### src/rtl/fpd_pkg.sv
// Shared types, constants and the CRC-8 byte update for the frame deframer.
// No dependencies; every other file of the block uses it by scoped names.
package fpd_pkg;

  localparam int unsigned BYTE_W     = 8;
  localparam int unsigned LEN_W      = 16;
  localparam int unsigned POS_W      = 9;
  localparam int unsigned CFG_IDX_W  = 8;
  localparam int unsigned CFG_DATA_W = 8;

  localparam logic [BYTE_W-1:0] SYNC_RESET    = 8'hAA;
  localparam logic [BYTE_W-1:0] MAX_LEN_RESET = 8'd250;
  localparam logic [BYTE_W-1:0] CRC_POLY      = 8'h07;
  localparam logic [POS_W-1:0]  HEADER_BYTES  = 9'd5;
  localparam logic [POS_W-1:0]  POS_LEN_HI    = 9'd3;
  localparam logic [POS_W-1:0]  POS_LEN_LO    = 9'd4;

  // Configuration register indexes.
  localparam logic [CFG_IDX_W-1:0] REG_SYNC_VALUE = 8'd0;
  localparam logic [CFG_IDX_W-1:0] REG_MAX_LEN    = 8'd1;

  typedef enum logic [1:0] {
    PH_HUNT,
    PH_HEADER,
    PH_PAYLOAD,
    PH_CRC
  } phase_t;

  typedef enum logic [2:0] {
    KIND_DISCARD = 3'd0,
    KIND_HEADER  = 3'd1,
    KIND_PAYLOAD = 3'd2,
    KIND_GOOD    = 3'd3,
    KIND_BAD     = 3'd4,
    KIND_ABORT   = 3'd5
  } kind_t;

  typedef struct packed {
    logic [BYTE_W-1:0] sync_value;
    logic [BYTE_W-1:0] max_payload_len;
  } cfg_t;

  typedef struct packed {
    logic [BYTE_W-1:0] data_byte;
    kind_t             kind;
    logic [BYTE_W-1:0] frame_index;
    logic [LEN_W-1:0]  declared_len;
  } result_t;

  // One byte through the CRC-8 shift register, MSB first.
  function automatic logic [BYTE_W-1:0] crc8_byte(input logic [BYTE_W-1:0] crc,
                                                  input logic [BYTE_W-1:0] b);
    logic [BYTE_W-1:0] c;
    c = crc ^ b;
    for (int k = 0; k < BYTE_W; k++) begin
      if (c[BYTE_W-1]) begin
        c = {c[BYTE_W-2:0], 1'b0} ^ CRC_POLY;
      end else begin
        c = {c[BYTE_W-2:0], 1'b0};
      end
    end
    return c;
  endfunction

endpackage

### src/rtl/fpd_rx_if.sv
// Byte stream channel into the deframer: valid, ready and the received byte.
// Depends on fpd_pkg for the byte width.
interface fpd_rx_if;
  logic                       valid;
  logic                       ready;
  logic [fpd_pkg::BYTE_W-1:0] rx_byte;

  modport source (output valid, output rx_byte, input ready);
  modport sink   (input valid, input rx_byte, output ready);
endinterface

### src/rtl/fpd_res_if.sv
// Result channel out of the deframer: valid, ready and one tagged byte.
// Depends on fpd_pkg for the field widths.
interface fpd_res_if;
  logic                       valid;
  logic                       ready;
  logic [fpd_pkg::BYTE_W-1:0] data_byte;
  logic [2:0]                 byte_kind;
  logic [fpd_pkg::BYTE_W-1:0] frame_index;
  logic [fpd_pkg::LEN_W-1:0]  declared_len;

  modport source (output valid, output data_byte, output byte_kind, output frame_index,
                  output declared_len, input ready);
  modport sink   (input valid, input data_byte, input byte_kind, input frame_index,
                  input declared_len, output ready);
endinterface

### src/rtl/fpd_cfg_if.sv
// Configuration write channel: valid, ready, register index and write data.
// Depends on fpd_pkg for the index and data widths.
interface fpd_cfg_if;
  logic                           valid;
  logic                           ready;
  logic [fpd_pkg::CFG_IDX_W-1:0]  index;
  logic [fpd_pkg::CFG_DATA_W-1:0] data;

  modport source (output valid, output index, output data, input ready);
  modport sink   (input valid, input index, input data, output ready);
endinterface

### src/rtl/fpd_cfg_regs.sv
// Configuration registers of the deframer (sync byte value, payload limit).
// Depends on fpd_pkg and fpd_cfg_if.
module fpd_cfg_regs (
  input  logic             clk,
  input  logic             rst_n,
  fpd_cfg_if.sink          cfg_ch,
  output fpd_pkg::cfg_t    cfg
);

  fpd_pkg::cfg_t cfg_r;

  assign cfg_ch.ready = 1'b1;
  assign cfg          = cfg_r;

  // Writes to an index beyond the register list are dropped.
  always_ff @(posedge clk) begin
    if (!rst_n) begin
      cfg_r.sync_value      <= fpd_pkg::SYNC_RESET;
      cfg_r.max_payload_len <= fpd_pkg::MAX_LEN_RESET;
    end else if (cfg_ch.valid) begin
      if (cfg_ch.index == fpd_pkg::REG_SYNC_VALUE) begin
        cfg_r.sync_value <= cfg_ch.data;
      end
      if (cfg_ch.index == fpd_pkg::REG_MAX_LEN) begin
        cfg_r.max_payload_len <= cfg_ch.data;
      end
    end
  end

endmodule

### src/rtl/fpd_parser.sv
// Frame state machine: phase, byte position, length and running CRC-8, plus
// the classification of the registered byte. Depends on fpd_pkg.
module fpd_parser (
  input  logic                       clk,
  input  logic                       rst_n,
  input  logic                       advance,
  input  logic [fpd_pkg::BYTE_W-1:0] rx_byte,
  input  fpd_pkg::cfg_t              cfg,
  output fpd_pkg::result_t           res
);

  fpd_pkg::phase_t             phase_r, phase_nxt;
  logic [fpd_pkg::POS_W-1:0]   pos_r, pos_nxt;
  logic [fpd_pkg::LEN_W-1:0]   plen_r, plen_nxt;
  logic [fpd_pkg::BYTE_W-1:0]  crc_r, crc_nxt;

  logic [fpd_pkg::BYTE_W-1:0]  crc_fed;
  logic [fpd_pkg::LEN_W-1:0]   full_len;
  logic [fpd_pkg::POS_W-1:0]   pos_inc;
  logic [fpd_pkg::LEN_W:0]     payload_end;

  assign crc_fed     = fpd_pkg::crc8_byte(crc_r, rx_byte);
  assign full_len    = {plen_r[fpd_pkg::LEN_W-1:fpd_pkg::BYTE_W], rx_byte};
  assign pos_inc     = pos_r + 1'b1;
  assign payload_end = {1'b0, plen_r} + {{(fpd_pkg::LEN_W + 1 - fpd_pkg::POS_W){1'b0}},
                                         fpd_pkg::HEADER_BYTES};

  always_ff @(posedge clk) begin
    if (!rst_n) begin
      phase_r <= fpd_pkg::PH_HUNT;
      pos_r   <= '0;
      plen_r  <= '0;
      crc_r   <= '0;
    end else if (advance) begin
      phase_r <= phase_nxt;
      pos_r   <= pos_nxt;
      plen_r  <= plen_nxt;
      crc_r   <= crc_nxt;
    end
  end

  always_comb begin
    phase_nxt        = phase_r;
    pos_nxt          = pos_r;
    plen_nxt         = plen_r;
    crc_nxt          = crc_r;
    res.data_byte    = rx_byte;
    res.kind         = fpd_pkg::KIND_DISCARD;
    res.frame_index  = '0;
    res.declared_len = '0;
    case (phase_r)
      fpd_pkg::PH_HUNT: begin
        if (rx_byte == cfg.sync_value) begin
          res.kind  = fpd_pkg::KIND_HEADER;
          crc_nxt   = fpd_pkg::crc8_byte('0, rx_byte);
          plen_nxt  = '0;
          pos_nxt   = {{(fpd_pkg::POS_W-1){1'b0}}, 1'b1};
          phase_nxt = fpd_pkg::PH_HEADER;
        end
      end
      fpd_pkg::PH_HEADER: begin
        res.frame_index = pos_r[fpd_pkg::BYTE_W-1:0];
        res.kind        = fpd_pkg::KIND_HEADER;
        crc_nxt         = crc_fed;
        if (pos_r == fpd_pkg::POS_LEN_HI) begin
          plen_nxt = {rx_byte, {fpd_pkg::BYTE_W{1'b0}}};
          pos_nxt  = fpd_pkg::POS_LEN_LO;
        end else if (pos_r == fpd_pkg::POS_LEN_LO) begin
          res.declared_len = full_len;
          if (full_len > {{(fpd_pkg::LEN_W-fpd_pkg::BYTE_W){1'b0}}, cfg.max_payload_len}) begin
            res.kind  = fpd_pkg::KIND_ABORT;
            phase_nxt = fpd_pkg::PH_HUNT;
            pos_nxt   = '0;
            plen_nxt  = '0;
            crc_nxt   = '0;
          end else begin
            plen_nxt  = full_len;
            pos_nxt   = fpd_pkg::HEADER_BYTES;
            phase_nxt = (full_len == '0) ? fpd_pkg::PH_CRC : fpd_pkg::PH_PAYLOAD;
          end
        end else begin
          pos_nxt = pos_inc;
        end
      end
      fpd_pkg::PH_PAYLOAD: begin
        res.frame_index  = pos_r[fpd_pkg::BYTE_W-1:0];
        res.declared_len = plen_r;
        res.kind         = fpd_pkg::KIND_PAYLOAD;
        crc_nxt          = crc_fed;
        pos_nxt          = pos_inc;
        if ({{(fpd_pkg::LEN_W + 1 - fpd_pkg::POS_W){1'b0}}, pos_inc} >= payload_end) begin
          phase_nxt = fpd_pkg::PH_CRC;
        end
      end
      fpd_pkg::PH_CRC: begin
        res.frame_index  = pos_r[fpd_pkg::BYTE_W-1:0];
        res.declared_len = plen_r;
        res.kind         = (rx_byte == crc_r) ? fpd_pkg::KIND_GOOD : fpd_pkg::KIND_BAD;
        phase_nxt        = fpd_pkg::PH_HUNT;
        pos_nxt          = '0;
        plen_nxt         = '0;
        crc_nxt          = '0;
      end
      default: begin
        phase_nxt = fpd_pkg::PH_HUNT;
        pos_nxt   = '0;
        plen_nxt  = '0;
        crc_nxt   = '0;
      end
    endcase
  end

`ifndef SYNTHESIS
  // While hunting, all frame state is back at its cleared value.
  a_hunt_clear: assert property (@(posedge clk) disable iff (!rst_n)
    phase_r == fpd_pkg::PH_HUNT |-> pos_r == '0 && plen_r == '0 && crc_r == '0)
    else $error("frame state not cleared while hunting");

  // A payload phase only follows a complete, nonzero header length.
  a_payload_len: assert property (@(posedge clk) disable iff (!rst_n)
    phase_r == fpd_pkg::PH_PAYLOAD |-> plen_r != '0 && pos_r >= fpd_pkg::HEADER_BYTES)
    else $error("payload phase without a valid header");

  // The CRC byte closes the frame and hunting resumes.
  a_crc_ends: assert property (@(posedge clk) disable iff (!rst_n)
    advance && phase_r == fpd_pkg::PH_CRC |=> phase_r == fpd_pkg::PH_HUNT)
    else $error("frame did not end after the CRC byte");
`endif

endmodule

### src/rtl/framed_packet_crc8_deframer.sv
// Path: a byte accepted into the byte register is classified into the result register, which drives the output.
// Throughput: one byte per clock while the output is ready; the byte register and the result register
// let the input take a new transaction while a result waits on the output.
// The whole classification and CRC-8 update sit between those two registers.
// Reset: synchronous, active low; clears both valids, the frame state and
// loads sync_value 0xAA and max_payload_len 250.
module framed_packet_crc8_deframer (
  input  logic    clk,
  input  logic    rst_n,
  fpd_rx_if.sink  in_ch,
  fpd_res_if.source out_ch,
  fpd_cfg_if.sink cfg_ch
);

  // Input register: one byte waiting to be classified.
  logic                       in_valid_r;
  logic [fpd_pkg::BYTE_W-1:0] byte_r;

  // Result register: one classified byte waiting to be taken.
  logic                       out_valid_r;
  fpd_pkg::result_t           result_r;

  fpd_pkg::cfg_t              cfg;
  fpd_pkg::result_t           res;
  logic                       out_free;
  logic                       advance;

  // The byte register moves forward when the result register is empty or
  // is being emptied in this cycle; the frame state updates at that edge.
  assign out_free    = !out_valid_r || out_ch.ready;
  assign advance     = in_valid_r && out_free;
  assign in_ch.ready = !in_valid_r || advance;

  fpd_cfg_regs u_cfg (
    .clk    (clk),
    .rst_n  (rst_n),
    .cfg_ch (cfg_ch),
    .cfg    (cfg)
  );

  fpd_parser u_parser (
    .clk     (clk),
    .rst_n   (rst_n),
    .advance (advance),
    .rx_byte (byte_r),
    .cfg     (cfg),
    .res     (res)
  );

  always_ff @(posedge clk) begin
    if (!rst_n) begin
      in_valid_r <= 1'b0;
    end else if (in_ch.valid && in_ch.ready) begin
      in_valid_r <= 1'b1;
    end else if (advance) begin
      in_valid_r <= 1'b0;
    end
  end

  // The byte itself is payload and needs no reset.
  always_ff @(posedge clk) begin
    if (in_ch.valid && in_ch.ready) begin
      byte_r <= in_ch.rx_byte;
    end
  end

  always_ff @(posedge clk) begin
    if (!rst_n) begin
      out_valid_r <= 1'b0;
    end else if (advance) begin
      out_valid_r <= 1'b1;
    end else if (out_ch.ready) begin
      out_valid_r <= 1'b0;
    end
  end

  always_ff @(posedge clk) begin
    if (advance) begin
      result_r <= res;
    end
  end

  assign out_ch.valid        = out_valid_r;
  assign out_ch.data_byte    = result_r.data_byte;
  assign out_ch.byte_kind    = result_r.kind;
  assign out_ch.frame_index  = result_r.frame_index;
  assign out_ch.declared_len = result_r.declared_len;

`ifndef SYNTHESIS
  // Reset empties both registers.
  a_reset_empty: assert property (@(posedge clk)
    !rst_n |=> !in_valid_r && !out_valid_r)
    else $error("pipeline not empty after reset");

  // Every byte that moves forward produces a result in the next cycle.
  a_advance_result: assert property (@(posedge clk) disable iff (!rst_n)
    advance |=> out_valid_r)
    else $error("classified byte lost");

  // A discarded byte carries no frame position and no length.
  a_discard_zero: assert property (@(posedge clk) disable iff (!rst_n)
    out_valid_r && result_r.kind == fpd_pkg::KIND_DISCARD
      |-> result_r.frame_index == '0 && result_r.declared_len == '0)
    else $error("discarded byte with frame fields set");
`endif

endmodule
### src/flat_wrapper.sv
// flat-port wrapper written by rule: the top's interface ports become plain ports
module framed_packet_crc8_deframer_flat 
  (clk, rst_n, in_ch_valid, in_ch_rx_byte, in_ch_ready, out_ch_valid, out_ch_data_byte, out_ch_byte_kind, out_ch_frame_index, out_ch_declared_len, out_ch_ready, cfg_ch_valid, cfg_ch_index, cfg_ch_data, cfg_ch_ready);
  fpd_rx_if in_ch_i ();
  fpd_res_if out_ch_i ();
  fpd_cfg_if cfg_ch_i ();
  input  logic clk;
  input  logic rst_n;
  input wire logic [$bits(in_ch_i.valid)-1:0] in_ch_valid;
  input wire logic [$bits(in_ch_i.rx_byte)-1:0] in_ch_rx_byte;
  output wire logic [$bits(in_ch_i.ready)-1:0] in_ch_ready;
  output wire logic [$bits(out_ch_i.valid)-1:0] out_ch_valid;
  output wire logic [$bits(out_ch_i.data_byte)-1:0] out_ch_data_byte;
  output wire logic [$bits(out_ch_i.byte_kind)-1:0] out_ch_byte_kind;
  output wire logic [$bits(out_ch_i.frame_index)-1:0] out_ch_frame_index;
  output wire logic [$bits(out_ch_i.declared_len)-1:0] out_ch_declared_len;
  input wire logic [$bits(out_ch_i.ready)-1:0] out_ch_ready;
  input wire logic [$bits(cfg_ch_i.valid)-1:0] cfg_ch_valid;
  input wire logic [$bits(cfg_ch_i.index)-1:0] cfg_ch_index;
  input wire logic [$bits(cfg_ch_i.data)-1:0] cfg_ch_data;
  output wire logic [$bits(cfg_ch_i.ready)-1:0] cfg_ch_ready;
  assign in_ch_i.valid = in_ch_valid;
  assign in_ch_i.rx_byte = in_ch_rx_byte;
  assign in_ch_ready = in_ch_i.ready;
  assign out_ch_valid = out_ch_i.valid;
  assign out_ch_data_byte = out_ch_i.data_byte;
  assign out_ch_byte_kind = out_ch_i.byte_kind;
  assign out_ch_frame_index = out_ch_i.frame_index;
  assign out_ch_declared_len = out_ch_i.declared_len;
  assign out_ch_i.ready = out_ch_ready;
  assign cfg_ch_i.valid = cfg_ch_valid;
  assign cfg_ch_i.index = cfg_ch_index;
  assign cfg_ch_i.data = cfg_ch_data;
  assign cfg_ch_ready = cfg_ch_i.ready;
  framed_packet_crc8_deframer u_core (.clk(clk), .rst_n(rst_n), .in_ch(in_ch_i), .out_ch(out_ch_i), .cfg_ch(cfg_ch_i));
endmodule
### config.mk
export PLATFORM = sky130hd
export DESIGN_NAME = framed_packet_crc8_deframer_flat
export DESIGN_NICKNAME = d
export VERILOG_FILES = /design/src/rtl/fpd_pkg.sv /design/src/rtl/fpd_rx_if.sv /design/src/rtl/fpd_res_if.sv /design/src/rtl/fpd_cfg_if.sv /design/src/rtl/fpd_cfg_regs.sv /design/src/rtl/fpd_parser.sv /design/src/rtl/framed_packet_crc8_deframer.sv /design/src/flat_wrapper.sv
export SDC_FILE = /design/constraint.sdc
export NUM_CORES = 1
export LEC_CHECK = 0
export BUFFER_PORTS_ARGS = -buffer_cell sky130_fd_sc_hd__buf_2
export CAP_MARGIN = 20
export CORE_UTILIZATION = 50
export CTS_CLUSTER_SIZE = 25
export DETAILED_ROUTE_END_ITERATION = 12
export PLACE_DENSITY = 0.7
export SYNTH_ARGS = -nofsm -noshare
export SYNTH_HDL_FRONTEND = slang
export SYNTH_HIERARCHICAL = 1
export SYNTH_SLANG_ARGS = --single-unit
### constraint.sdc
create_clock -name clk -period 8.1 [get_ports clk]
set_input_delay 0.405 -clock clk [delete_from_list [all_inputs] [get_ports clk]]
set_output_delay 0.405 -clock clk [all_outputs]
set_load 0.02 [all_outputs]
Yosys cells after proc, flatten, opt, wreduce, memory -nomap -nowiden
Cells that the tools add are included.
{ "op_classes": {"n_reduce_logical": 19, "n_mux": 65, "bitwise_logic": 17, "order_cmp": 2, "eq_ne": 14, "addsub": 2} }
{ "ops": {"columns": ["cell", "count"], "rows": [
  ["8-bit two-way mux", 18],
  ["16-bit two-way mux", 6],
  ["3-bit two-way mux", 21],
  ["3-bit inverter", 16],
  ["16-bit one-hot mux with 3 select lines", 1],
  ["24-bit one-hot mux with 2 select lines", 1],
  ["9-bit one-hot mux with 4 select lines", 1],
  ["8-bit one-hot mux with 4 select lines", 1],
  ["9-bit two-way mux", 3],
  ["16-bit by 3-bit adder with 17-bit output, second input constant", 1],
  ["9-bit by 17-bit greater-or-equal comparator with 1-bit output", 1],
  ["8-bit == test", 2],
  ["16-bit by 8-bit greater-than comparator with 1-bit output", 1],
  ["16-bit zero test", 1],
  ["3-bit one-hot mux with 4 select lines", 1],
  ["2-bit two-way mux", 5],
  ["5-bit AND reduction", 2],
  ["9-bit by 1-bit adder with 9-bit output, second input constant", 1],
  ["9-bit by 2-bit == test with 1-bit output, second input constant", 1],
  ["9-bit by 3-bit == test with 1-bit output, second input constant", 1],
  ["8-bit by 1-bit == test with 1-bit output, second input constant", 1],
  ["8-bit zero test", 1],
  ["2-bit inequality test, second input constant", 4],
  ["2-bit one-hot mux with 4 select lines", 1],
  ["other kinds (14)", 27]
]} }
{ "word_totals": {"elab_cells": 133, "regBits": 96} }

Depth between registers and ports, before layout
Gate-level depths: netlist (run 1).
{ "logic_depth": {"depth_word": 32, "depth_mapped": 12, "mapped_depth_nobuf": 12} }

Cells and area by module
The synthesis (run 1) kept the hierarchy.
{ "modules_own_cells": {"columns": ["mod", "cells_each", "n_inst", "area_per_inst_um2"], "rows": [
  ["fpd_parser", 396, 1, 3210.6],
  ["framed_packet_crc8_deframer", 52, 1, 1395.1],
  ["fpd_cfg_regs", 70, 1, 715.7]
]} }

Least setup slack after synthesis (run 1)
OpenSTA, ideal clock, no wires.
{ "synth_path": {"path_type": "register -> register", "start": "reg u_core.out_valid_r, in the netlist u_core/out_ch.valid", "end": "reg u_core/u_parser/pos_r[5] (netlist bit)", "path_stages_with_launch": 9, "period_less_slack_ps": 3520, "setup_ps": 117, "setup_slack_ps": 4580, "arrival_time_ps": 3402, "required_time_ps": 7983, "path_cell_list": "dfxtp_1 nor2b_4 nor2b_1 clkbuf_1 inv_1 a21oi_1 clkbuf_1 o21ai_0 a32o_1"} }
{ "synth_via": {"elab_chain_len": 4} }
{ "synth_rtl": {"columns": ["item", "line_no", "text"], "rows": [
  ["start, declared", "framed_packet_crc8_deframer.sv:20", "logic out_valid_r;"],
  ["start signal, assigned", "framed_packet_crc8_deframer.sv:69", "out_valid_r <= 1'b0;"],
  ["start signal, assigned", "framed_packet_crc8_deframer.sv:71", "out_valid_r <= 1'b1;"],
  ["start signal, assigned", "framed_packet_crc8_deframer.sv:73", "out_valid_r <= 1'b0;"],
  ["1-bit zero test", "framed_packet_crc8_deframer.sv:30", "assign out_free = !out_valid_r || out_ch.ready;"],
  ["1-bit logical OR", "framed_packet_crc8_deframer.sv:30", null],
  ["1-bit logical AND", "framed_packet_crc8_deframer.sv:31", "assign advance = in_valid_r && out_free;"],
  ["via u_core.advance", "framed_packet_crc8_deframer.sv:26", "logic advance;"],
  ["2-bit AND reduction (no source line)", null, null],
  ["end signal, assigned", "fpd_parser.sv:36", "pos_r <= pos_nxt;"],
  ["end, declared", "fpd_parser.sv:13", "logic [fpd_pkg::POS_W-1:0] pos_r, pos_nxt;"]
]} }
The timed path passes the listed nets, and every way through them passes these cells.
A chain may end at the register's enable or synchronous reset.

Worst setup path after layout (run 1)
{ "layout_path": {"start": "reg u_core/byte_r[1] (netlist bit)", "end": "reg u_core/u_parser/plen_r[0] (netlist bit)"} }
{ "layout_via": {"elab_chain_len": 5, "word_cells_on_any_way": 8} }
{ "layout_rtl": {"columns": ["item", "line_no", "text"], "rows": [
  ["start, declared", "framed_packet_crc8_deframer.sv:17", "logic [fpd_pkg::BYTE_W-1:0] byte_r;"],
  ["start signal, assigned", "framed_packet_crc8_deframer.sv:63", "byte_r <= in_ch.rx_byte;"],
  ["16-bit by 8-bit greater-than comparator with 1-bit output", "fpd_parser.sv:70", "if (full_len > {{(fpd_pkg::LEN_W-fpd_pkg::BYTE_W){1'b0}}, cfg.max_payload_len}) begin"],
  ["16-bit two-way mux", "fpd_parser.sv:70", null],
  ["16-bit two-way mux", "fpd_parser.sv:68", "end else if (pos_r == fpd_pkg::POS_LEN_LO) begin"],
  ["16-bit two-way mux", "fpd_parser.sv:65", "if (pos_r == fpd_pkg::POS_LEN_HI) begin"],
  ["16-bit one-hot mux with 3 select lines", "fpd_parser.sv:51", "case (phase_r)"],
  ["end signal, assigned", "fpd_parser.sv:37", "plen_r <= plen_nxt;"],
  ["end, declared", "fpd_parser.sv:14", "logic [fpd_pkg::LEN_W-1:0] plen_r, plen_nxt;"]
]} }
Several ways; a longest one is shown, not always the timed one. The select of a mux whose other input is x is not followed.

==> results of run 1 <==
registers in the layout, indices dropped and copies added, names as in the netlist, named ones only:
name,count
u_core/u_cfg/cfg,16
u_core/out_ch.data_byte,8
u_core/byte_r,8
u_core/out_ch.frame_index,8
u_core/u_parser/plen_r,16
u_core/u_parser/phase_r,1
u_core/out_ch.declared_len,16
u_core/out_ch.byte_kind,3
u_core/out_ch.valid,1
u_core/u_parser/crc_r,8
u_core/in_valid_r,1
u_core/u_parser/pos_r,9
cells in the mapped netlist, types with 2 or more instances:
cell type | n | share of area (%)
a32o_2 | 8 | 1.7
a32o_1 | 12 | 2.3
nand2b_1 | 3 | 0.35
inv_1 | 28 | 2.0
a21oi_1 | 19 | 1.8
buf_4 | 9 | 1.3
o2111ai_1 | 2 | 0.33
o211a_1 | 7 | 1.3
o221ai_1 | 4 | 0.66
xor2_1 | 15 | 2.5
nor4_1 | 4 | 0.47
ha_1 | 26 | 6.1
nor3_1 | 5 | 0.47
nor4_4 | 3 | 1.2
edfxtp_1 | 43 | 24
o21ai_0 | 23 | 2.2
xnor2_1 | 39 | 6.4
buf_2 | 3 | 0.28
nor2b_1 | 29 | 3.4
dfxtp_1 | 53 | 20
nand3_1 | 12 | 1.1
and3_1 | 8 | 0.94
nor2_1 | 19 | 1.3
o21a_1 | 2 | 0.28
o211ai_1 | 9 | 1.3
nand4_1 | 10 | 1.2
a31oi_1 | 2 | 0.24
a211o_1 | 2 | 0.33
mux2i_1 | 15 | 2.8
buf_6 | 3 | 0.63
clkbuf_1 | 23 | 1.6
nor3b_1 | 2 | 0.28
nand2_1 | 38 | 2.7
o22ai_1 | 3 | 0.35
routing by layer:
layer	wire [um]	up-vias	GRT usage [%]
met2	5700	170	38.1
met3	664	26	3.99
met4	308	0	9.96
met5	0	-	0
li1	-	1941	-
met1	5330	1947	28.3
cell usage in the layout, fill, tap and decap left out, types with 4 or more instances in the layout:
master    netlist  layout
a21oi_1        19      19
a32o_1         12      12
a32o_2          8       8
and3_1          8       8
buf_2           3      65
clkbuf_8        0       9
dfxtp_1        53      53
edfxtp_1       43      43
ha_1           26      26
inv_1          28      28
mux2i_1        15      15
nand2_1        38      38
nand3_1        12      12
nand4_1        10      10
nor2_1         19      19
nor2b_1        29      28
nor3_1          5       5
nor4_1          4       4
o211a_1         7       7
o211ai_1        9       9
o21ai_0        23      23
o221ai_1        4       4
xnor2_1        39      39
xor2_1         15      15
worst max path at each step:
stage | slack, ns | startpoint | to | depth (start not counted)
floorplan | 4.58 | u_core/out_ch.valid$_SDFFE_PN0P_ | u_core/u_parser/pos_r[5]$_SDFFE_PN0P_ | 8
global placement | 5.43 | u_core/byte_r[1]$_DFFE_PP_ | u_core/u_parser/plen_r[1]$_SDFFE_PN0P_ | 6
detailed placement | 5.43 | u_core/u_parser/pos_r[0]$_SDFFE_PN0P_ | u_core/u_parser/phase_r[0]$_SDFFE_PN0P_ | 12
CTS | 5.40 | u_core/u_parser/pos_r[0]$_SDFFE_PN0P_ | u_core/u_parser/phase_r[0]$_SDFFE_PN0P_ | 12
global route | 5.19 | u_core/byte_r[4]$_DFFE_PP_ | u_core/u_parser/plen_r[6]$_SDFFE_PN0P_ | 6
finish | 5.36 | u_core/byte_r[1]$_DFFE_PP_ | u_core/u_parser/plen_r[0]$_SDFFE_PN0P_ | 6
power by group:
part / switching (mW) / internal, mW
Combinational: 0.0450 / 0.0322
Sequential: 0.0110 / 0.515
Clock: 0.171 / 0.176
Total: 0.227 / 0.723
layout make-up:
class / count / area [sq um] / area share (%)
Multi-Input combinational cell: 354 / 2660 / 45.4
Sequential cell: 96 / 2350 / 40.2
Timing Repair Buffer: 68 / 348 / 5.94
Tap cell: 136 / 170 / 2.90
Clock buffer: 10 / 128 / 2.18
Inverter: 29 / 109 / 1.86
Clock inverter: 6 / 90.1 / 1.54
kinds of logic after synthesis:
group	synth area share [%]
XOR/XNOR	8.89
AO/OA/AOI/OAI	15.3
AND/OR/NAND/NOR	16.5
flip-flops	44.2
other	0.0705
multiplexers	3.03
adder cells (fa/ha/maj)	6.11
buffers and inverters	5.92
worst reg2reg max path: stages (launching register included):
cell and delay, ns:
edfxtp_1 0.62, xnor2_1 0.26, nand4_1 0.13, or2_0 0.41
a211o_1 0.62, nor4_4 0.46, a32o_2 0.19
stage by stage:
stage / area [sq um] / setup slack, ns
floorplan: 5320 / 4.58
global placement: 5640 / 5.43
detailed placement: 5640 / 5.43
CTS: 5860 / 5.40
global route: 5860 / 5.19
finish: 5860 / 5.36
==> flow_summary.json, run 1 <==
{
  "fmax_ghz": 0.364,
  "cts_root_buf": "clkbuf_8",
  "setup_viol": 0,
  "slew_headroom_pct": 31.7,
  "gp_congestion": 0.858,
  "power_density_nw_per_um2": 162,
  "drt-total-wl_mm": 12.0,
  "rsz0062_at_grt": "false",
  "drive_gt1_share_pct": 19.4,
  "outcome": "finished clean",
  "grt_pass1_vias": 3906,
  "hold_ws_ns": 0.207,
  "start_kind": "flop",
  "cpLargestDelayFamily": "simple AND/OR/NAND/NOR gates",
  "antenna_found_initial": 0,
  "ys.flop_type": "dfxtp_1",
  "avgSynthCellArea_sq_um": 10.3,
  "fin_skew_ns": 0.0122,
  "dp_cells": 683,
  "p_total_uw": 950,
  "antenna_cells": 0,
  "wl_per_cell_um": 17.2,
  "cts_max_level": 3,
  "instances_no_fill": 699,
  "first_iter_violations": 321,
  "initial_utilization_pct": 51.5,
  "synth.net_count": 573,
  "clk_latency_ns": 0.37,
  "die_w_um": 105,
  "syn_area_sq_um": 5320,
  "min_to": "u_core/byte_r[0]$_DFFE_PP_",
  "grt_usage_pct": 22.6,
  "drtAntennaViolNets": 0,
  "worstRegToRegCells": 6,
  "hp-class": "in2reg",
  "cts_resized": 0,
  "ios": 67,
  "numPortBuffers": 65,
  "nFillCells": 884,
  "critPathMaxStageDelay_ns": 0.62,
  "vias": 4084,
  "hold_buffers": 0,
  "drc": 0,
  "ys_warn_count": 6,
  "hpwl_mm": 8.50,
  "rows": 37,
  "vdd_drop_max_mv": 0.0967,
  "vias_per_cell": 5.84,
  "path_buf_inv": 0,
  "core_sq_um": 10300,
  "synthCells": 518,
  "layout.nets": 613,
  "dieArea_sq_um": 11100,
  "criticalPathCategory": "reg2reg",
  "ys_ff_latch": 96,
  "yosysSeqAreaShare_pct": 44.2,
  "synthArstFlopShare_pct": 0,
  "fin_crit_sh_pct": 33.9,
  "grt_max_degree": 61,
  "crit_slowest_cell": "edfxtp_1",
  "slew_viol_final": 0,
  "cts_tree": "done",
  "maxCapViolCount": 0,
  "tightest_slew_ns": 1.02,
  "cts_setup_buffers": 0,
  "rr_endpoint": "u_core/u_parser/plen_r[0]$_SDFFE_PN0P_",
  "fin_crit_ns": 2.74,
  "leakagePower_nw": 2.41,
  "cts_num_sinks": 96,
  "area_delta_synth_final_pct": 10.1,
  "finalSetupTns_ns": 0,
  "cts_buffer_depth": 2,
  "r2r_start": "u_core/byte_r[1]$_DFFE_PP_",
  "yosysUniqueCellTypes": 69,
  "numCtsBuffers": 9,
  "arrival_ns": 3.05,
  "final_core_util_pct": 56.7,
  "grt_overflow": 0,
  "crit_fanout": 17,
  "synth_edf_count": 43,
  "die_h_um": 105,
  "final_hold_viol_count": 0,
  "drt_pass1_iterations": 7,
  "path_cells": "xnor2_1, nand4_1, or2_0, a211o_1, nor4_4, a32o_2",
  "worstSetupEndpointType": "flop",
  "rrSetupSlack_ns": 5.36,
  "grt_pass1_wl_mm": 19.5,
  "min_path_cells": 1,
  "critPathRequiredTime_ns": 8.40,
  "min_from": "in_ch_rx_byte[0]",
  "cts.reportedPaths.clkPinSlew_ns": 0.09
}
No activity file was read; power rests on OpenSTA's default activity.
==> run 2: changes to the inputs <==
--- a/config.mk
+++ b/config.mk
@@ -5,12 +5,13 @@
 export SDC_FILE = /design/constraint.sdc
 export NUM_CORES = 1
 export LEC_CHECK = 0
+export ABC_AREA = 1
 export BUFFER_PORTS_ARGS = -buffer_cell sky130_fd_sc_hd__buf_2
 export CAP_MARGIN = 20
 export CORE_UTILIZATION = 50
 export CTS_CLUSTER_SIZE = 25
 export DETAILED_ROUTE_END_ITERATION = 12
-export PLACE_DENSITY = 0.7
+export PLACE_DENSITY = 0.73
 export SYNTH_ARGS = -nofsm -noshare
 export SYNTH_HDL_FRONTEND = slang
 export SYNTH_HIERARCHICAL = 1
==> constraint.sdc (replaced) <==
create_clock -name clk -period 2.4 [get_ports clk]
set_input_delay 0.12 -clock clk [delete_from_list [all_inputs] [get_ports clk]]
set_output_delay 0.12 -clock clk [all_outputs]
set_load 0.02 [all_outputs]
==> flow_summary.json, run 2 <==
{
  "outcome": "finished clean",
  "ios": 67,
  "first_iter_violations": 207,
  "synth_top_area_share_pct": 24.2,
  "crit_end": "u_core/u_parser/phase_r[0]$_SDFFE_PN0P_",
  "instances_no_fill": 871,
  "worstRegToRegCells": 12,
  "criticalPathCategory": "reg2reg",
  "die_w_um": 105,
  "rows": 37,
  "worstSetupStartpoint": "u_core/u_parser/pos_r[0]$_SDFFE_PN0P_",
  "initial_utilization_pct": 51.6,
  "rrSetupSlack_ns": 0.14,
  "cts_buffer_depth": 2,
  "ys_warn_count": 6,
  "maxCapViolCount": 0,
  "numCtsBuffers": 9,
  "yosysUniqueCellTypes": 40,
  "drc": 0,
  "hold_ws_ns": 0.0688,
  "die_h_um": 105,
  "clk_latency_ns": 0.37,
  "internal-power_mw": 2.26,
  "seqCellArea_sq_um": 2350,
  "synth-compound-area-share_pct": 9.56,
  "fmax_ghz": 0.442,
  "synth_edf_count": 43,
  "synth_xor_area_share_pct": 7.57,
  "cts_num_sinks": 96,
  "pwr-share-comb_pct": 9.8,
  "slew_viol_final": 0,
  "path_cells": "ha_2, nand2_1, nor3_2, nand3_1, nor2_1, xor2_1, ha_1, or2_2, nand3_1, o21bai_1, nand2_1, a21oi_1",
  "grt_pass1_wl_mm": 20.9,
  "cts.reportedPaths.clkPinSlew_ns": 0.10,
  "drive_gt1_share_pct": 18.4,
  "antenna_found_initial": 0,
  "ys.flop_type": "dfxtp_1",
  "r2r_start": "u_core/u_parser/pos_r[0]$_SDFFE_PN0P_",
  "rr_endpoint": "u_core/u_parser/phase_r[0]$_SDFFE_PN0P_",
  "grt_usage_pct": 24.2,
  "postPlaceCellArea_sq_um": 5780,
  "clkPwrFrac_pct": 33.1,
  "multi_input_area_sq_um": 2560,
  "grt_overflow": 0,
  "power_density_nw_per_um2": 501,
  "path_buf_inv": 0,
  "setup_viol": 0,
  "synthCells": 648,
  "cts_root_buf": "clkbuf_8",
  "crit_slowest_cell": "dfxtp_2",
  "cp_num_cells": 12,
  "wl_per_cell_um": 14.3,
  "final_common_cell": "nand2_1",
  "fin_crit_ns": 2.26,
  "vias": 4507,
  "crit_fanout": 4,
  "area_delta_synth_final_pct": 15.3,
  "fin_area_sq_um": 6140,
  "critPathMaxStageDelay_ns": 0.37,
  "syn_area_sq_um": 5330,
  "hp-class": "in2reg",
  "yosysMostFrequentCell": "nand2_1",
  "nFillCells": 898,
  "drt-total-wl_mm": 12.5,
  "hpwl_mm": 9.45,
  "ys_ff_latch": 96,
  "final_hold_viol_count": 0,
  "gp_congestion": 0.913,
  "dieArea_sq_um": 11100,
  "synthArstFlopShare_pct": 0,
  "synth_top_family_by_area": "simple AND/OR/NAND/NOR gates",
  "cts_max_level": 3,
  "numPortBuffers": 65,
  "yosys-mux-area-fraction_pct": 0,
  "cts_tree": "done",
  "fin_crit_sh_pct": 94.2,
  "critPathRequiredTime_ns": 2.66,
  "arrival_ns": 2.52,
  "antenna_cells": 0,
  "dp_cells": 839,
  "yosysTopAreaCell": "edfxtp_1",
  "switching_share_pct": 26.7,
  "avgSynthCellArea_sq_um": 8.22,
  "worstSetupEndpointType": "flop",
  "synth-simple-area-share_pct": 24.3,
  "netlist_top_cells_area": "edfxtp_1 (24%), dfxtp_1 (20%), nand2_1 (10%), ha_1 (6.1%), inv_1 (5.1%)",
  "leakagePower_nw": 2.56,
  "cpLargestDelayFamily": "simple AND/OR/NAND/NOR gates",
  "drt_pass1_iterations": 5,
  "core_sq_um": 10300,
  "synth.net_count": 703,
  "yosys-top-cells-count": "nand2_1 (147), inv_1 (73), nor2_1 (65)",
  "finalSetupTns_ns": 0,
  "final_cell_mix": "nand2_1 (146), inv_1 (73), buf_2 (65), nor2_1 (65), dfxtp_1 (51)",
  "yosysSeqAreaShare_pct": 44.2,
  "grt_pass1_vias": 4456,
  "fin_skew_ns": 0.00925,
  "switchingPower_uw": 822,
  "layout.nets": 785,
  "start_kind": "flop",
  "drtAntennaViolNets": 0,
  "synth_fa_ha_area_share_pct": 6.11,
  "share_seq_of_total_power_pct": 57.2,
  "grt_max_degree": 36,
  "vdd_drop_max_mv": 0.445,
  "vias_per_cell": 5.17
}
-- run 2: cell count changes after synthesis, moves of 8 or more --
cell / change
nor2_1: +46
a21oi_1: +27
o22ai_1: +8
inv_1: +45
xnor2_1: -13
mux2i_1: -15
clkbuf_1: -21
a32o_2: -8
nand2_1: +109
nand3_1: +19
a32o_1: -12
nor2b_1: -29
-- run 2: kinds of logic (layout without fill, tap and decap cells) --
group	Yosys count	after routing
compound gates	92	92
xor+xnor	46	46
fa+ha+maj	26	26
buf+inv	99	186
flops	96	96
other cells	1	1
simple gates	288	288
-- run 2: cell type report --
type / instances / share of cell area, %
multi-input combinational: 453 / 41.7
sequential: 96 / 38.3
timing repair buffer: 95 / 9.57
inverter: 75 / 4.58
tap: 136 / 2.77
clock buffer: 9 / 2.02
clock inverter: 7 / 0.978
-- run 2: tightest hold or removal path, stage by stage --
cell	delay [ns]
buf_2	0.08
inv_1	0.08
nand2_1	0.07
a21oi_1	0.05
-- run 2: metrics by stage --
| stage | total power [mW] | utilization, % | setup slack, ns |
|---|---|---|---|
| CTS | 3.10 | 59.3 | 0.0165 |
| global route | 3.21 | 59.5 | -0.00141 |
| detailed placement | 2.08 | 56.0 | 0.0284 |
| finish | 3.08 | 59.5 | 0.139 |
| global placement | 2.07 | 56.0 | 0.192 |
| floorplan | 1.99 | - | 0.323 |
-- run 2: power groups by stage --
stage	combinational (mW)	sequential (mW)	clock, mW
2_1_floorplan	0.174	1.82	0
3_3_place_gp	0.269	1.80	0
3_5_place_dp	0.279	1.80	0
4_1_cts	0.299	1.76	1.04
5_1_grt	0.329	1.76	1.12
6_report	0.301	1.76	1.02
-- run 2: what timing repair did --
action,CTS,global route
hold endpoints to repair,19,0
endpoints found under the setup margin,0,3
buffers inserted,0,1
hold buffers,15,0
gates resized for setup,0,6
-- run 2: worst min-delay path by stage --
stage | slack [ns] | startpoint | endpoint | cells after the start
final | 0.07 | out_ch_ready | u_core/out_ch.valid$_SDFFE_PN0P_ | 4
after global routing | 0.08 | out_ch_ready | u_core/out_ch.valid$_SDFFE_PN0P_ | 4
after CTS | 0.05 | out_ch_ready | u_core/out_ch.valid$_SDFFE_PN0P_ | 4
after detailed placement | 0.30 | in_ch_rx_byte[5] | u_core/byte_r[5]$_DFFE_PP_ | 1
after global placement | 0.30 | in_ch_rx_byte[3] | u_core/byte_r[3]$_DFFE_PP_ | 1
after floorplan | 0.22 | in_ch_rx_byte[0] | u_core/byte_r[0]$_DFFE_PP_ | 0
-- run 2: layer usage --
metal  share of wire (%)  track usage, %
met1                  44            29.1
met2                  48            41.4
met3                 5.0            5.80
met4                 2.4            9.96
met5                   0               0
==> run 3: changes to the inputs <==
--- a/config.mk
+++ b/config.mk
@@ -11,7 +11,7 @@
 export CORE_UTILIZATION = 50
 export CTS_CLUSTER_SIZE = 25
 export DETAILED_ROUTE_END_ITERATION = 12
-export PLACE_DENSITY = 0.73
+export PLACE_DENSITY = 0.7
 export SYNTH_ARGS = -nofsm -noshare
 export SYNTH_HDL_FRONTEND = slang
 export SYNTH_HIERARCHICAL = 1
==> constraint.sdc (replaced) <==
create_clock -name clk -period 2.2 [get_ports clk]
set_input_delay 0.11 -clock clk [delete_from_list [all_inputs] [get_ports clk]]
set_output_delay 0.11 -clock clk [all_outputs]
set_load 0.02 [all_outputs]
==> flow_summary.json, run 3 (same netlist as run 2, synthesis figures left out) <==
{
  "finalSetupTns_ns": 0,
  "drt_pass1_iterations": 5,
  "die_w_um": 105,
  "maxCapViolCount": 0,
  "cts_num_sinks": 96,
  "fin_skew_ns": 0.00999,
  "fin_crit_ns": 2.12,
  "hpwl_mm": 9.30,
  "min_from": "rst_n",
  "rows": 37,
  "power_density_nw_per_um2": 549,
  "grt_pass1_vias": 4403,
  "fin_crit_sh_pct": 96.6,
  "cts_buffer_depth": 2,
  "pre_cts_ws_ns": -0.0612,
  "cts.reportedPaths.clkPinSlew_ns": 0.10,
  "final_cell_mix": "nand2_1 (145), inv_1 (72), buf_2 (65), nor2_1 (64), dfxtp_1 (47)",
  "drive_gt1_share_pct": 21.0,
  "cts_max_level": 3,
  "drt-total-wl_mm": 12.5,
  "drtAntennaViolNets": 0,
  "rrSetupSlack_ns": 0.08,
  "hp-class": "in2reg",
  "min_path_cells": 2,
  "slew_viol_final": 0,
  "final_common_cell": "nand2_1",
  "antenna_found_initial": 0,
  "first_iter_violations": 300,
  "crit_fanout": 4,
  "cts_root_buf": "clkbuf_8",
  "rsz0062_at_grt": "true",
  "gp_congestion": 0.912,
  "instances_no_fill": 882,
  "drc": 0,
  "area_delta_synth_final_pct": 18.9,
  "critPathRequiredTime_ns": 2.46,
  "core_sq_um": 10300,
  "start_kind": "flop",
  "die_h_um": 105,
  "wl_per_cell_um": 14.2,
  "fmax_ghz": 0.471,
  "initial_utilization_pct": 51.6,
  "vias_per_cell": 5.19,
  "layout.nets": 796,
  "dp_cells": 850,
  "numCtsBuffers": 9,
  "antenna_cells": 0,
  "worstRegToRegCells": 12,
  "grt_pass1_wl_mm": 20.3,
  "outcome": "finished clean",
  "grt_max_degree": 36,
  "arrival_ns": 2.39,
  "min_to": "u_core/u_cfg/cfg[6]$_SDFFE_PN1P_",
  "vdd_drop_max_mv": 0.337,
  "p_total_mw": 3.48,
  "vias": 4576,
  "rr_endpoint": "u_core/u_parser/phase_r[0]$_SDFFE_PN0P_",
  "leakagePower_nw": 2.66,
  "setup_viol": 0,
  "r2r_start": "u_core/u_parser/pos_r[0]$_SDFFE_PN0P_",
  "grt_usage_pct": 23.6,
  "clk_latency_ns": 0.38,
  "final_hold_viol_count": 0,
  "cts_tree": "done",
  "grt_overflow": 0,
  "layout_setup_ws_ns": 0.0755,
  "ios": 67,
  "worstSetupEndpointType": "flop",
  "numPortBuffers": 65,
  "criticalPathCategory": "reg2reg",
  "dieArea_sq_um": 11100
}
==> run 3: metrics by stage <==
stage / utilization, % / hold slack, ns / cell area, sq um
global route: 61.4 / 0.0228 / 6330
detailed placement: 56.8 / 0.289 / 5870
finish: 61.4 / 0.0249 / 6330
global placement: 56.8 / 0.287 / 5870
CTS: 60.4 / 0.00438 / 6230
floorplan: - / 0.209 / 5340
==> run 3: per-layer routing <==
layer	track usage [%]	up-vias	share of wire (%)
li1	-	2284	-
met1	28.7	2125	44
met2	41.3	152	49
met3	3.93	15	5.1
met4	9.46	0	1.8
met5	0	-	0
==> run 3: worst max-delay path, cell delays in order (launching register included) <==
cell	delay, ns
dfxtp_4	0.39
ha_4	0.13
nand2_2	0.06
nor3_2	0.19
nand3_1	0.14
nor2_2	0.14
xor2_1	0.21
ha_1	0.26
or2_4	0.25
nand3_2	0.07
o21bai_1	0.06
nand2_1	0.06
a21oi_1	0.06
==> run 3: how the worst max path moves through the flow <==
stage                                          startpoint                                 endpoint  slack [ns]
finish              u_core/u_parser/pos_r[0]$_SDFFE_PN0P_  u_core/u_parser/phase_r[0]$_SDFFE_PN0P_        0.08
global route        u_core/u_parser/pos_r[0]$_SDFFE_PN0P_  u_core/u_parser/phase_r[0]$_SDFFE_PN0P_       -0.06
CTS                 u_core/u_parser/pos_r[1]$_SDFFE_PN0P_  u_core/u_parser/phase_r[0]$_SDFFE_PN0P_        0.01
detailed placement  u_core/u_parser/pos_r[0]$_SDFFE_PN0P_  u_core/u_parser/phase_r[0]$_SDFFE_PN0P_       -0.06
global placement    u_core/u_parser/pos_r[0]$_SDFFE_PN0P_  u_core/u_parser/phase_r[0]$_SDFFE_PN0P_       0.007
floorplan           u_core/u_parser/pos_r[0]$_SDFFE_PN0P_  u_core/u_parser/phase_r[0]$_SDFFE_PN0P_        0.12
==> run 3: layout make-up <==
cell class,count,area (sq um)
clock buffer,9,124
multi-input combinational,453,2630
fill,881,3990
sequential,96,2370
inverter,75,282
timing repair buffer,106,671
clock inverter,7,85.1
tap,136,170
==> run 3: where the power goes <==
part | internal, mW | switching (mW) | total [mW]
clock network | 0.550 | 0.681 | 1.23
registers | 1.89 | 0.0218 | 1.91
logic | 0.139 | 0.195 | 0.333
==> run 3: what timing repair did <==
item	CTS	global route
endpoints found under the setup margin	1	9
gates resized for setup	2	25
gates cloned	0	0
pin swaps	1	10
hold buffers	15	0
endpoints found under the hold margin	19	0
setup buffers	0	1
